## src/dte_pkg.sv

```systemverilog
// ---------------------------------------------------------------------------
// Dominator tree engine package
// Opcodes, status codes, register indexes and the controller state type.
// ---------------------------------------------------------------------------
package dte_pkg;

	localparam int BLK_W = 6;

	localparam logic [2:0] OP_ADD_EDGE  = 3'd0;
	localparam logic [2:0] OP_MARK_DEAD = 3'd1;
	localparam logic [2:0] OP_COMPUTE   = 3'd2;
	localparam logic [2:0] OP_QUERY     = 3'd3;
	localparam logic [2:0] OP_CLEAR     = 3'd4;

	localparam logic [1:0] STAT_OK       = 2'd0;
	localparam logic [1:0] STAT_FULL     = 2'd1;
	localparam logic [1:0] STAT_RANGE    = 2'd2;
	localparam logic [1:0] STAT_NO_CONV  = 2'd3;

	localparam logic REG_NUM_BLOCKS  = 1'b0;
	localparam logic REG_ENTRY_BLOCK = 1'b1;

	typedef enum logic [3:0] {
		S_IDLE,
		S_EDGE,
		S_EMIT,
		S_C_PASS,
		S_C_BLK,
		S_C_CNT,
		S_C_PRED,
		S_C_PGOT,
		S_C_WALK,
		S_C_WGOT,
		S_C_FIN,
		S_L_RD,
		S_L_WR,
		S_Q_B,
		S_Q_STEP,
		S_Q_GOT
	} state_t;

endpackage

```

## src/dominator_tree_engine.sv

```systemverilog
// ---------------------------------------------------------------------------
// Dominator tree engine
// Immediate dominators of a loaded control-flow graph by iterative sweeps.
// ---------------------------------------------------------------------------
// Usage:
// The slave stream carries commands (opcode, first_block, second_block). Add
// edge and mark dead load the graph, compute sweeps all blocks until the idom
// table settles, a sweep bound is hit or a walk breaks, then lists one result
// per block, query walks the idom chain, and clear wipes the graph. Every
// command except the unused opcodes answers on the master stream; tlast marks
// its final result. A query of a block against itself answers without a walk;
// other queries read one idom after another up the chain until it reaches the
// first block, the entry or a block without an idom, or the step bound runs out.
// Compute is bounded by the sweep loop: each sweep reads the predecessor
// count, every predecessor and the idom table per block, and each intersect
// step goes through the single idom table read port.
// A new command is taken only when the previous one has finished; a result
// still waiting in the output register does not hold off that acceptance.
// When the receiver stalls, the list pauses until the output register drains.
// Reset clears counts, dead marks and idom valid flags at once; no clearing
// pass is needed. num_blocks resets to 1 and entry_block to 0.
// ---------------------------------------------------------------------------
module dominator_tree_engine
	import dte_pkg::*;
#(
	parameter int MAX_BLOCKS = 64,
	parameter int MAX_PREDS  = 8
) (
	input  logic        clk,
	input  logic        arst_n,
	input  logic        cfg_wr_en,
	input  logic        cfg_index,
	input  logic [6:0]  cfg_data,
	input  logic        s_tvalid,
	output logic        s_tready,
	// opcode[2:0], first_block[8:3], second_block[14:9], zero[15]
	input  logic [15:0] s_tdata,
	output logic        m_tvalid,
	input  logic        m_tready,
	// block_index[5:0], idom_block[11:6], idom_known[12], dominates[13], status[15:14]
	output logic [15:0] m_tdata,
	output logic        m_tlast
);

	localparam int IW = (MAX_BLOCKS > 1) ? $clog2(MAX_BLOCKS) : 1;
	localparam int CW = $clog2(MAX_PREDS + 1);
	localparam int AW = (MAX_BLOCKS * MAX_PREDS > 1) ? $clog2(MAX_BLOCKS * MAX_PREDS) : 1;

	state_t state_q, state_d;

	logic [6:0] num_q;
	logic [5:0] entry_q;
	logic [6:0] n_eff;

	logic [BLK_W-1:0] pred_mem [MAX_BLOCKS*MAX_PREDS];
	logic [CW-1:0]    pc_mem   [MAX_BLOCKS];
	logic [BLK_W-1:0] idom_mem [MAX_BLOCKS];
	logic [BLK_W-1:0] pred_rd;
	logic [CW-1:0]    pc_rd;
	logic [BLK_W-1:0] idom_rd;
	logic [MAX_BLOCKS-1:0] pc_vld_q, dead_q, ivld_q;

	logic [5:0] a_q, b_q;
	logic [6:0] i_q, steps_q;
	logic [7:0] pass_q;
	logic [CW-1:0] k_q, cnt_q;
	logic have_q, changed_q;
	logic [5:0] cand_q, f1_q, f2_q, curr_q;
	logic [1:0] cst_q;
	logic [5:0] r_blk_q, r_idom_q;
	logic r_known_q, r_dom_q;
	logic [1:0] r_st_q;
	logic m_tvalid_q, m_tlast_q;
	logic [15:0] m_tdata_q;

	logic [2:0] in_op;
	logic [5:0] in_a, in_b;
	logic accept, out_free;
	logic ia_bad, ib_bad, entry_bad;
	logic [CW-1:0] edge_cnt;
	logic edge_full, blk_end, blk_skip, p_skip, walk_eq, hi_vld, wgot_over;
	logic fin_upd, list_last, q_stop, pass_over;
	logic [5:0] walk_hi;
	logic [IW-1:0] pc_raddr, idom_raddr, idom_waddr;
	logic [5:0] idom_wdata;
	logic idom_we, pred_we;
	logic [AW-1:0] pred_raddr, pred_waddr;

	function automatic logic [AW-1:0] paddr(input logic [5:0] blk, input logic [CW-1:0] k);
		paddr = AW'(blk[IW-1:0]) * AW'(MAX_PREDS) + AW'(k);
	endfunction

	always_comb begin
		if (num_q == 7'd0) begin
			n_eff = 7'd1;
		end else if (num_q > 7'(MAX_BLOCKS)) begin
			n_eff = 7'(MAX_BLOCKS);
		end else begin
			n_eff = num_q;
		end
	end

	assign in_op     = s_tdata[2:0];
	assign in_a      = s_tdata[8:3];
	assign in_b      = s_tdata[14:9];
	assign s_tready  = (state_q == S_IDLE);
	assign accept    = s_tvalid && s_tready;
	assign out_free  = !m_tvalid_q || m_tready;
	assign ia_bad    = {1'b0, in_a} >= n_eff;
	assign ib_bad    = {1'b0, in_b} >= n_eff;
	assign entry_bad = {1'b0, entry_q} >= n_eff;

	assign edge_cnt  = pc_vld_q[b_q[IW-1:0]] ? pc_rd : '0;
	assign edge_full = edge_cnt >= CW'(MAX_PREDS);
	assign blk_end   = (i_q == n_eff);
	assign blk_skip  = (i_q == {1'b0, entry_q}) || dead_q[i_q[IW-1:0]];
	assign p_skip    = ({1'b0, pred_rd} >= n_eff) || !ivld_q[pred_rd[IW-1:0]];
	assign walk_eq   = (f1_q == f2_q);
	assign walk_hi   = (f1_q > f2_q) ? f1_q : f2_q;
	assign hi_vld    = ivld_q[walk_hi[IW-1:0]];
	assign wgot_over = (steps_q + 7'd1) > n_eff;
	assign fin_upd   = have_q && (!ivld_q[i_q[IW-1:0]] || idom_rd != cand_q);
	assign list_last = (i_q + 7'd1) == n_eff;
	assign q_stop    = (curr_q == entry_q) || !ivld_q[curr_q[IW-1:0]];
	assign pass_over = pass_q >= (8'({n_eff, 1'b0}) + 8'd2);

	// Memory addressing.
	assign pc_raddr   = (state_q == S_IDLE) ? in_b[IW-1:0] : i_q[IW-1:0];
	assign pred_raddr = paddr(i_q[5:0], k_q);
	assign pred_waddr = paddr(b_q, edge_cnt);
	assign pred_we    = (state_q == S_EDGE) && !edge_full;

	always_comb begin
		case (state_q)
			S_IDLE:   idom_raddr = in_b[IW-1:0];
			S_C_WALK: idom_raddr = walk_hi[IW-1:0];
			S_Q_STEP: idom_raddr = curr_q[IW-1:0];
			default:  idom_raddr = i_q[IW-1:0];
		endcase
	end

	always_comb begin
		idom_we    = 1'b0;
		idom_waddr = i_q[IW-1:0];
		idom_wdata = cand_q;
		if (accept && in_op == OP_COMPUTE && !entry_bad) begin
			idom_we    = 1'b1;
			idom_waddr = entry_q[IW-1:0];
			idom_wdata = entry_q;
		end else if (state_q == S_C_FIN && fin_upd) begin
			idom_we = 1'b1;
		end
	end

	always_ff @(posedge clk) begin
		if (pred_we) begin
			pred_mem[pred_waddr] <= a_q;
			pc_mem[b_q[IW-1:0]]  <= edge_cnt + CW'(1);
		end
		if (idom_we) begin
			idom_mem[idom_waddr] <= idom_wdata;
		end
		pred_rd <= pred_mem[pred_raddr];
		pc_rd   <= pc_mem[pc_raddr];
		idom_rd <= idom_mem[idom_raddr];
	end

	// Next-state logic.
	always_comb begin
		state_d = state_q;
		case (state_q)
			S_IDLE: begin
				if (s_tvalid) begin
					case (in_op)
						OP_ADD_EDGE:  state_d = (ia_bad || ib_bad) ? S_EMIT : S_EDGE;
						OP_MARK_DEAD: state_d = S_EMIT;
						OP_COMPUTE:   state_d = entry_bad ? S_EMIT : S_C_PASS;
						OP_QUERY:     state_d = (ia_bad || ib_bad) ? S_EMIT : S_Q_B;
						OP_CLEAR:     state_d = S_EMIT;
						default:      state_d = S_IDLE;
					endcase
				end
			end
			S_EDGE:   state_d = S_EMIT;
			S_EMIT:   if (out_free) state_d = S_IDLE;
			S_C_PASS: state_d = pass_over ? S_L_RD : S_C_BLK;
			S_C_BLK: begin
				if (blk_end) begin
					state_d = changed_q ? S_C_PASS : S_L_RD;
				end else if (!blk_skip) begin
					state_d = S_C_CNT;
				end
			end
			S_C_CNT:  state_d = S_C_PRED;
			S_C_PRED: state_d = (k_q == cnt_q) ? S_C_FIN : S_C_PGOT;
			S_C_PGOT: state_d = (p_skip || !have_q) ? S_C_PRED : S_C_WALK;
			S_C_WALK: begin
				if (walk_eq) begin
					state_d = S_C_PRED;
				end else begin
					state_d = hi_vld ? S_C_WGOT : S_L_RD;
				end
			end
			S_C_WGOT: state_d = wgot_over ? S_L_RD : S_C_WALK;
			S_C_FIN:  state_d = S_C_BLK;
			S_L_RD:   if (out_free) state_d = S_L_WR;
			S_L_WR:   state_d = list_last ? S_IDLE : S_L_RD;
			S_Q_B:    state_d = (a_q == b_q) ? S_EMIT : S_Q_STEP;
			S_Q_STEP: state_d = q_stop ? S_EMIT : S_Q_GOT;
			S_Q_GOT: begin
				if (idom_rd == a_q || idom_rd == curr_q || wgot_over) begin
					state_d = S_EMIT;
				end else begin
					state_d = S_Q_STEP;
				end
			end
			default:  state_d = S_IDLE;
		endcase
	end

	// Control state with reset: state, flags, configuration and output valid.
	always_ff @(posedge clk or negedge arst_n) begin
		if (!arst_n) begin
			state_q    <= S_IDLE;
			num_q      <= 7'd1;
			entry_q    <= 6'd0;
			pc_vld_q   <= '0;
			dead_q     <= '0;
			ivld_q     <= '0;
			m_tvalid_q <= 1'b0;
		end else begin
			state_q <= state_d;
			if (cfg_wr_en) begin
				case (cfg_index)
					REG_NUM_BLOCKS:  num_q   <= cfg_data;
					REG_ENTRY_BLOCK: entry_q <= cfg_data[5:0];
					default: ;
				endcase
			end
			if ((state_q == S_EMIT && out_free) || state_q == S_L_WR) begin
				m_tvalid_q <= 1'b1;
			end else if (m_tvalid_q && m_tready) begin
				m_tvalid_q <= 1'b0;
			end
			if (accept) begin
				case (in_op)
					OP_MARK_DEAD: if (!ia_bad) dead_q[in_a[IW-1:0]] <= 1'b1;
					OP_COMPUTE: begin
						ivld_q <= entry_bad ? '0 : (MAX_BLOCKS'(1) << entry_q[IW-1:0]);
					end
					OP_CLEAR: begin
						pc_vld_q <= '0;
						dead_q   <= '0;
						ivld_q   <= '0;
					end
					default: ;
				endcase
			end
			if (pred_we) begin
				pc_vld_q[b_q[IW-1:0]] <= 1'b1;
			end
			if (state_q == S_C_FIN && fin_upd) begin
				ivld_q[i_q[IW-1:0]] <= 1'b1;
			end
		end
	end

	// Working registers and result payload.
	always_ff @(posedge clk) begin
		case (state_q)
			S_IDLE: begin
				a_q       <= in_a;
				b_q       <= in_b;
				r_idom_q  <= 6'd0;
				r_known_q <= 1'b0;
				r_dom_q   <= 1'b0;
				pass_q    <= 8'd0;
				case (in_op)
					OP_MARK_DEAD: begin
						r_blk_q <= in_a;
						r_st_q  <= ia_bad ? STAT_RANGE : STAT_OK;
					end
					OP_COMPUTE: begin
						r_blk_q <= 6'd0;
						r_st_q  <= STAT_RANGE;
					end
					OP_CLEAR: begin
						r_blk_q <= 6'd0;
						r_st_q  <= STAT_OK;
					end
					default: begin
						r_blk_q <= in_b;
						r_st_q  <= (ia_bad || ib_bad) ? STAT_RANGE : STAT_OK;
					end
				endcase
			end
			S_EDGE: r_st_q <= edge_full ? STAT_FULL : STAT_OK;
			S_EMIT: begin
				if (out_free) begin
					m_tdata_q <= {r_st_q, r_dom_q, r_known_q, r_idom_q, r_blk_q};
					m_tlast_q <= 1'b1;
				end
			end
			S_C_PASS: begin
				changed_q <= 1'b0;
				i_q       <= 7'd0;
				if (pass_over) cst_q <= STAT_NO_CONV;
			end
			S_C_BLK: begin
				if (blk_end) begin
					pass_q <= pass_q + 8'd1;
					if (!changed_q) begin
						cst_q <= STAT_OK;
						i_q   <= 7'd0;
					end
				end else if (blk_skip) begin
					i_q <= i_q + 7'd1;
				end else begin
					k_q    <= '0;
					have_q <= 1'b0;
				end
			end
			S_C_CNT: cnt_q <= pc_vld_q[i_q[IW-1:0]] ? pc_rd : '0;
			S_C_PGOT: begin
				if (p_skip) begin
					k_q <= k_q + CW'(1);
				end else if (!have_q) begin
					cand_q <= pred_rd;
					have_q <= 1'b1;
					k_q    <= k_q + CW'(1);
				end else begin
					f1_q    <= pred_rd;
					f2_q    <= cand_q;
					steps_q <= 7'd0;
				end
			end
			S_C_WALK: begin
				if (walk_eq) begin
					cand_q <= f1_q;
					k_q    <= k_q + CW'(1);
				end else if (!hi_vld) begin
					cst_q <= STAT_NO_CONV;
					i_q   <= 7'd0;
				end
			end
			S_C_WGOT: begin
				if (wgot_over) begin
					cst_q <= STAT_NO_CONV;
					i_q   <= 7'd0;
				end else begin
					steps_q <= steps_q + 7'd1;
					if (f1_q > f2_q) f1_q <= idom_rd;
					else f2_q <= idom_rd;
				end
			end
			S_C_FIN: begin
				i_q <= i_q + 7'd1;
				if (fin_upd) changed_q <= 1'b1;
			end
			S_L_WR: begin
				m_tdata_q <= {cst_q, 1'b0, ivld_q[i_q[IW-1:0]],
					ivld_q[i_q[IW-1:0]] ? idom_rd : 6'd0, i_q[5:0]};
				m_tlast_q <= list_last;
				i_q       <= i_q + 7'd1;
			end
			S_Q_B: begin
				r_idom_q  <= ivld_q[b_q[IW-1:0]] ? idom_rd : 6'd0;
				r_known_q <= ivld_q[b_q[IW-1:0]];
				r_dom_q   <= (a_q == b_q);
				r_st_q    <= STAT_OK;
				curr_q    <= b_q;
				steps_q   <= 7'd0;
			end
			S_Q_GOT: begin
				if (idom_rd == a_q) begin
					r_dom_q <= 1'b1;
				end else if (idom_rd != curr_q) begin
					if (wgot_over) begin
						r_st_q <= STAT_NO_CONV;
					end else begin
						curr_q  <= idom_rd;
						steps_q <= steps_q + 7'd1;
					end
				end
			end
			default: ;
		endcase
	end

	assign m_tvalid = m_tvalid_q;
	assign m_tdata  = m_tdata_q;
	assign m_tlast  = m_tlast_q;

endmodule

```

## config.mk

```make
export PLATFORM = sky130hd
export DESIGN_NAME = dominator_tree_engine
export DESIGN_NICKNAME = d
export VERILOG_FILES = /design/src/dte_pkg.sv /design/src/dominator_tree_engine.sv
export SDC_FILE = /design/constraint.sdc
export NUM_CORES = 2
export LEC_CHECK = 0
export BUFFER_PORTS_ARGS = -buffer_cell sky130_fd_sc_hd__buf_2
export CAP_MARGIN = 20
export CORE_ASPECT_RATIO = 0.5
export CORE_UTILIZATION = 25
export CTS_CLUSTER_SIZE = 12
export DETAILED_ROUTE_END_ITERATION = 6
export GPL_TIMING_DRIVEN = 0
export PLACE_DENSITY_LB_ADDON = 0.05
export SYNTH_ARGS = -nofsm -noshare
export SYNTH_HDL_FRONTEND = slang
export SYNTH_SLANG_ARGS = --single-unit
```

## constraint.sdc

```tcl
create_clock -name clk -period 9.3 [get_ports clk]
set_input_delay 1.395 -clock clk [delete_from_list [all_inputs] [get_ports clk]]
set_output_delay 1.395 -clock clk [all_outputs]
set_load 0.03 [all_outputs]
```

======== Word level (Yosys, flattened, before mapping) ========
Memories as Yosys holds them, arrays and structs flattened. A register that Yosys moved wholly into a read port is not among the register bits.
Index checks and enable logic that the tools add are counted.
operators by class
  equal/unequal tests ..................... 59
  muxes and demuxes ....................... 138
  div/mod/pow operators ................... 0
  $lt $le $gt $ge ......................... 18
  shift-type cells ........................ 1
  $mul .................................... 0
  reduce and logical (&&, ||, !) cells .... 68
  add/sub/neg operators ................... 8
  bitwise logic cells ..................... 4
operators with widths
  cell                                                number
  two-way mux 64 bit                                  7
  case mux 64 bit (2 select lines)                    2
  OR 64 bit                                           3
  two-way mux 6 bit                                   20
  two-way mux 7 bit                                   13
  two-way mux 4 bit                                   21
  case mux 6 bit (2 select lines)                     6
  case mux 4 bit (16 select lines)                    1
  left shift 1 x 6 -> 64 bit, first input constant    1
  inequality test 2 bit, second input constant        25
  binary-select mux 1 bit (select 6 bit)              8
  < comparator 6 x 7 -> 1 bit, second input constant  6
  case mux 7 bit (5 select lines)                     1
  equality test 4 bit, second input constant          8
  case mux 16 bit (2 select lines)                    1
  equality test 6 bit                                 5
  greater-or-equal comparator 6 x 7 -> 1 bit          4
  case mux 7 bit (4 select lines)                     1
  two-way mux 1 bit                                   27
  two-way mux 2 bit                                   13
  AND reduction 4 bit                                 5
  AND reduction 5 bit                                 4
  nonzero test 2 bit                                  10
  adder 9 x 4 -> 9 bit                                2
  47 further kinds                                    102
word-level totals
  bits in writable memories ............... 3712
  memories ................................ 3
  bits in latches ......................... 0
  input bits .............................. 29
  output and inout bits ................... 19
  memory bits (read-only) ................. 0
  flip-flop bits (word level) ............. 313
  logic and storage cells ................. 327
memory list
  name      words  bits a word  rd ports  clocked after Yosys merged registers in  write ports  RTL line                     text
  pred_mem  512    6            1         1                                        1            dominator_tree_engine.sv:55  logic [BLK_W-1:0] pred_mem [MAX_BLOCKS*MAX_PREDS];
  idom_mem  64     6            1         1                                        1            dominator_tree_engine.sv:57  logic [BLK_W-1:0] idom_mem [MAX_BLOCKS];
  pc_mem    64     4            1         1                                        1            dominator_tree_engine.sv:56  logic [CW-1:0] pc_mem [MAX_BLOCKS];

======== Longest topological paths before layout ========
  depth in word-level cells ............... 10
  gate-level depth with buffers ........... 21
  gate-level depth less buffers ........... 17

======== Worst setup path before layout ========
Ideal clock, no wire load.
  path type ............................... flip-flop to flip-flop
  start ................................... register a_q[0]
  end ..................................... register state_q[2]
  path buffers ............................ 0
  setup slack ............................. 1.358 ns
  stages on the path, launching flop included .. 9
  data required time ...................... 9.176 ns
  arrival ................................. 7.818 ns
  clock period less this slack ............ 7.942 ns
  setup time .............................. 0.124 ns
  cells stage by stage .................... edfxtp_1 xor2_1 nor4_1 nand3_1 o31a_1 a31oi_1 o21ai_0 a41o_1 o31a_1
between the ends
  cells in the longest elaborated chain, start to end .. 5
  elaborated cells on any way between the ends .. 7
  classes of those cells .................. eq/ne: 2; mux: 3; reduce/logical: 2
ends and longest elaborated chain
  element                               RTL line                      text
  start, declared                       dominator_tree_engine.sv:63   logic [5:0] a_q, b_q;
  start signal, assigned                dominator_tree_engine.sv:272  a_q <= in_a;
  equality test 6 bit                   dominator_tree_engine.sv:211  if (idom_rd == a_q || idom_rd == curr_q || wgot_over) begin
  logical OR 1 bit (2 in a row)         dominator_tree_engine.sv:211
  two-way mux 4 bit                     dominator_tree_engine.sv:211
  case mux 4 bit (16 select lines) (*)  dominator_tree_engine.sv:171  case (state_q)
  end signal, assigned                  dominator_tree_engine.sv:232  state_q <= state_d;
  end, declared                         dominator_tree_engine.sv:49   state_t state_q, state_d;
Mark *: on every way between the ends. The rest lies on a longest branch, timed or not.
A chain may end at the register's enable or synchronous reset.

======== Final worst setup path ========
  start ................................... register k_q[0]
  end ..................................... register pred_rd[1] (read register of pred_mem)
between the ends
  cells in the longest elaborated chain, start to end .. 1
ends and longest elaborated chain
  element                 RTL line                      text
  start, declared         dominator_tree_engine.sv:66   logic [CW-1:0] k_q, cnt_q;
  start signal, assigned  dominator_tree_engine.sv:326  k_q <= k_q + CW'(1);
  start signal, assigned  dominator_tree_engine.sv:330  k_q <= k_q + CW'(1);
  start signal, assigned  dominator_tree_engine.sv:340  k_q <= k_q + CW'(1);
  adder 9 x 4 -> 9 bit    dominator_tree_engine.sv:90   paddr = AW'(blk[IW-1:0]) * AW'(MAX_PREDS) + AW'(k);
  end, declared           dominator_tree_engine.sv:58   logic [BLK_W-1:0] pred_rd;
Every way passes these cells.

==> key figures <==
Run status
  – Status: finished, final reports clean

Floorplan
  – I/O pin cnt: 48
  – Row count: 210
  – Vert. Die Dim: 578 um
  – Total die area: 666000 um2
  – Placeable Area: 657000 um2
  – Horizontal extent of the die: 1150 um
  – Initial Utilization: 25.2%

Synthesis
  – Combinational family with the most area after synthesis: multiplexers
  – Number of cells produced by synthesis: 9640
  – Flops & latches, synth: 4040
  – Synthesized-area fraction occupied by adder cells: 0.429%
  – Top area cells in the synthesized netlist: sky130_fd_sc_hd__edfxtp_1, sky130_fd_sc_hd__mux4_2, sky130_fd_sc_hd__dfrtp_1
  – Synth Area in XOR/XNOR: 0.428%
  – Post-synth net total: 9725
  – Cell area after technology mapping: 166000 um2
  – Post-synthesis cell type with the largest combined area: sky130_fd_sc_hd__edfxtp_1
  – Area fraction of the dominant cell type after synthesis: 69.1%
  – Complex-gate fraction of the synthesized area: 5.87%
  – Async set-reset flop share out of synthesis: 5.20%
  – Unique cell type count in the Yosys netlist: 83
  – Number of enable flip-flop cells after synthesis: 3814
  – Mapped Avg Cell Area: 17.2 um2
  – Multiplexer share of the synthesized area: 13.8%
  – Part of the Yosys area used for sequential elements: 72.5%
  – Top flip-flop cell by instance count after synthesis: sky130_fd_sc_hd__edfxtp_1
  – Simple logic cell fraction of the synthesized area: 5.32%
  – Yosys warnings: 0

Drt
  – DRC errors left: 0
  – Post-detailed-route wirelength per cell: 46.7 um
  – Pre-antenna DRT Iters: 6
  – Detailed-route vias per instance: 5.43
  – Initial detailed-routing violation count: 16632
  – Final wirelength: 922000 um
  – Post-route ant nets: 0
  – Via count: 107422

Setup path
  – Critical Path Sink: pred_rd[1]
  – Start of the worst register-to-register path: k_q[0]
  – Capturing point of the worst reg2reg path: pred_rd[1]
  – Startpoint kind of the worst setup timing path: flip-flop
  – Worst Reg-to-Reg Cells: 14
  – Critical path capture point type: flip-flop
  – Highest net fanout along the worst path: 11
  – Critical path class: flip-flop to flip-flop
  – Required time of the critical path: 10130 ps
  – Reg2Reg Setup Slack: 440 ps
  – Critical path launch point: k_q[0]
  – Arrival time worst endpoint: 9700 ps

Timing
  – Time the final worst path needs with I/O delays and setup: 8860 ps
  – Unrepaired setup endpoints after global routing: false
  – Part of the cycle the worst path needs: 95.3%
  – Actual slew at the worst max-slew pin: 1300 ps
  – Maximum clock frequency: 113 MHz
  – Clock Skew: 93.3 ps
  – Finish-stage setup viols: 0
  – Final total negative setup slack: 0 ps
  – Max transition margin: 13.2%
  – Number of hold violations in the final report: 0
  – Number of max-slew violations in the final report: 0

Clocking
  – Clock insertion delay at the later pin of the skew report: 1090 ps
  – Clock tree from TritonCTS: built
  – H-tree levels: 5
  – Clock buffer count from CTS: 437
  – Clock-pin slew on the worst setup and hold paths: 60 ps
  – Number of hold buffers added after CTS: 0
  – Buffer depth of the longest clock path: 5
  – Gates resized, CTS repair: 0
  – Total setup buffers inserted after CTS: 0
  – Root buffer selected by CTS: sky130_fd_sc_hd__clkbuf_16
  – Number of clock sinks: 4040

GRT
  – Pin count of the biggest net entering global routing: 93
  – Grt ovf: 0
  – Via count of the first global-routing pass: 100574
  – Initial antenna violation count: 178
  – Wire length of the first global-routing pass: 1160000 um
  – Overall track demand over capacity in global routing: 27.1%

Final layout
  – Leading cell types in the layout, fill and taps excluded: sky130_fd_sc_hd__edfxtp_1, sky130_fd_sc_hd__nor2_1, sky130_fd_sc_hd__mux4_2, sky130_fd_sc_hd__nand2_1, sky130_fd_sc_hd__mux2i_1
  – Signed area change from the synthesized netlist to the final layout: 21.3%
  – Share of final-layout standard cells stronger than drive strength 1: 21.5%
  – Net count, final: 10696
  – Most frequent standard cell in the layout excluding fill and tap cells: sky130_fd_sc_hd__edfxtp_1

Hold path
  – Hold Path Class: input pin to asynchronous set/reset pin

Place
  – Count of input and output buffers: 46
  – Half-perimeter wire length after detailed placement: 690000 um
  – Final RePlAce weighted congestion: 0.894

Pwr
  – Total Power: 75000 uW
  – Worst voltage drop across the vdd grid: 0.207 mV
  – Leakage: 0.0655 uW
  – Cell area power density: 374 nW/um2

Job
  – Max-capacitance violation count: 0
## cell usage after synthesis, types with 47 or more instances
master	number
sky130_fd_sc_hd__o221ai_1	251
sky130_fd_sc_hd__dfrtp_1	209
sky130_fd_sc_hd__a21o_1	87
sky130_fd_sc_hd__ha_1	56
sky130_fd_sc_hd__a211oi_1	101
sky130_fd_sc_hd__a31oi_1	69
sky130_fd_sc_hd__clkbuf_1	391
sky130_fd_sc_hd__o22ai_1	161
sky130_fd_sc_hd__xor2_1	47
sky130_fd_sc_hd__nor2_1	867
sky130_fd_sc_hd__nand2_1	706
sky130_fd_sc_hd__buf_2	128
sky130_fd_sc_hd__buf_1	108
sky130_fd_sc_hd__o21ai_0	178
sky130_fd_sc_hd__nand3_1	201
sky130_fd_sc_hd__a21oi_1	284
sky130_fd_sc_hd__mux4_2	777
sky130_fd_sc_hd__mux2i_1	481
sky130_fd_sc_hd__edfxtp_1	3814
sky130_fd_sc_hd__a22oi_1	48
## metal layers
layer / global-route usage [%] / wire length (um)
met1: 38.6 / 409000
met2: 40.6 / 402000
met3: 5.81 / 74500
met4: 9.82 / 37200
met5: 0 / 257
## layout make-up
class,count,area [um2]
diodes,52,130
plain buffers,639,2960
clock buffers,582,11700
clock inverters,165,1250
fillers,64419,456000
inverters,45,169
multi-input cells,4916,43000
flip-flops and latches,4040,120000
well taps,8798,11000
repair buffers,532,10600
## critical path, stage by stage (launching register included)
cell                       delay (ps)
sky130_fd_sc_hd__edfxtp_1         400
sky130_fd_sc_hd__buf_2            490
sky130_fd_sc_hd__buf_2            290
sky130_fd_sc_hd__buf_2            950
sky130_fd_sc_hd__buf_2            940
sky130_fd_sc_hd__buf_2            970
sky130_fd_sc_hd__buf_2            910
sky130_fd_sc_hd__mux2i_1          160
sky130_fd_sc_hd__o221ai_1         290
sky130_fd_sc_hd__o22ai_1          140
sky130_fd_sc_hd__a211oi_1         670
sky130_fd_sc_hd__nor3_1            90
sky130_fd_sc_hd__a211oi_1        1050
sky130_fd_sc_hd__o21ai_0          270
sky130_fd_sc_hd__a31oi_1          880
## power by group
group	switching [uW]	internal, uW
Sequential	869	21100
Combinational	26200	9830
Clock	7770	9260
Total	34800	40200
## sequential cells by signal, indices dropped and copies added, names as in the netlist, 6 cells and up
register and cells:
pred_mem 3072, idom_mem 384, pc_mem 256, dead_q 64, ivld_q 64, pc_vld_q 64, m_tdata 16, pass_q 8
i_q 7, num_q 7, steps_q 7, a_q 6, b_q 6, cand_q 6, curr_q 6, entry_q 6
f1_q 6, f2_q 6, idom_rd 6, pred_rd 6, r_blk_q 6, r_idom_q 6
## worst min-delay path by stage
stage	start	to	slack, ps
6_report	arst_n	pc_vld_q[26]	270
5_1_grt	arst_n	pc_vld_q[26]	240
4_1_cts	arst_n	pc_vld_q[26]	210
3_5_place_dp	dead_q[62]	dead_q[62]	480
3_3_place_gp	dead_q[63]	dead_q[63]	470
2_1_floorplan	dead_q[24]	dead_q[24]	460
## per-stage QoR
stage          cell area (um2)  instances  utilization, %  worst slack [ps]  hold slack [ps]
2_1_floorplan           166000       9640               -              1360              455
3_3_place_gp            177000      18484            26.9             -9050              470
3_5_place_dp            188000      18962            28.6               937              479
6_report                201000      19769            30.6               436              274
5_1_grt                 201000      19726            30.6               899              243
4_1_cts                 201000      19709            30.5               876              210
## cell families (layout without fill, tap and decap cells)
kind of cell    count (synthesis)  in the layout
fa+ha+maj                      57             57
buf+inv                       684           1963
compound gates               1409           1409
flops                        4040           4040
other cells                     0             52
mux                          1300           1300
xor+xnor                       81             81
simple gates                 2069           2069
(Power assumes the default switching activity.)
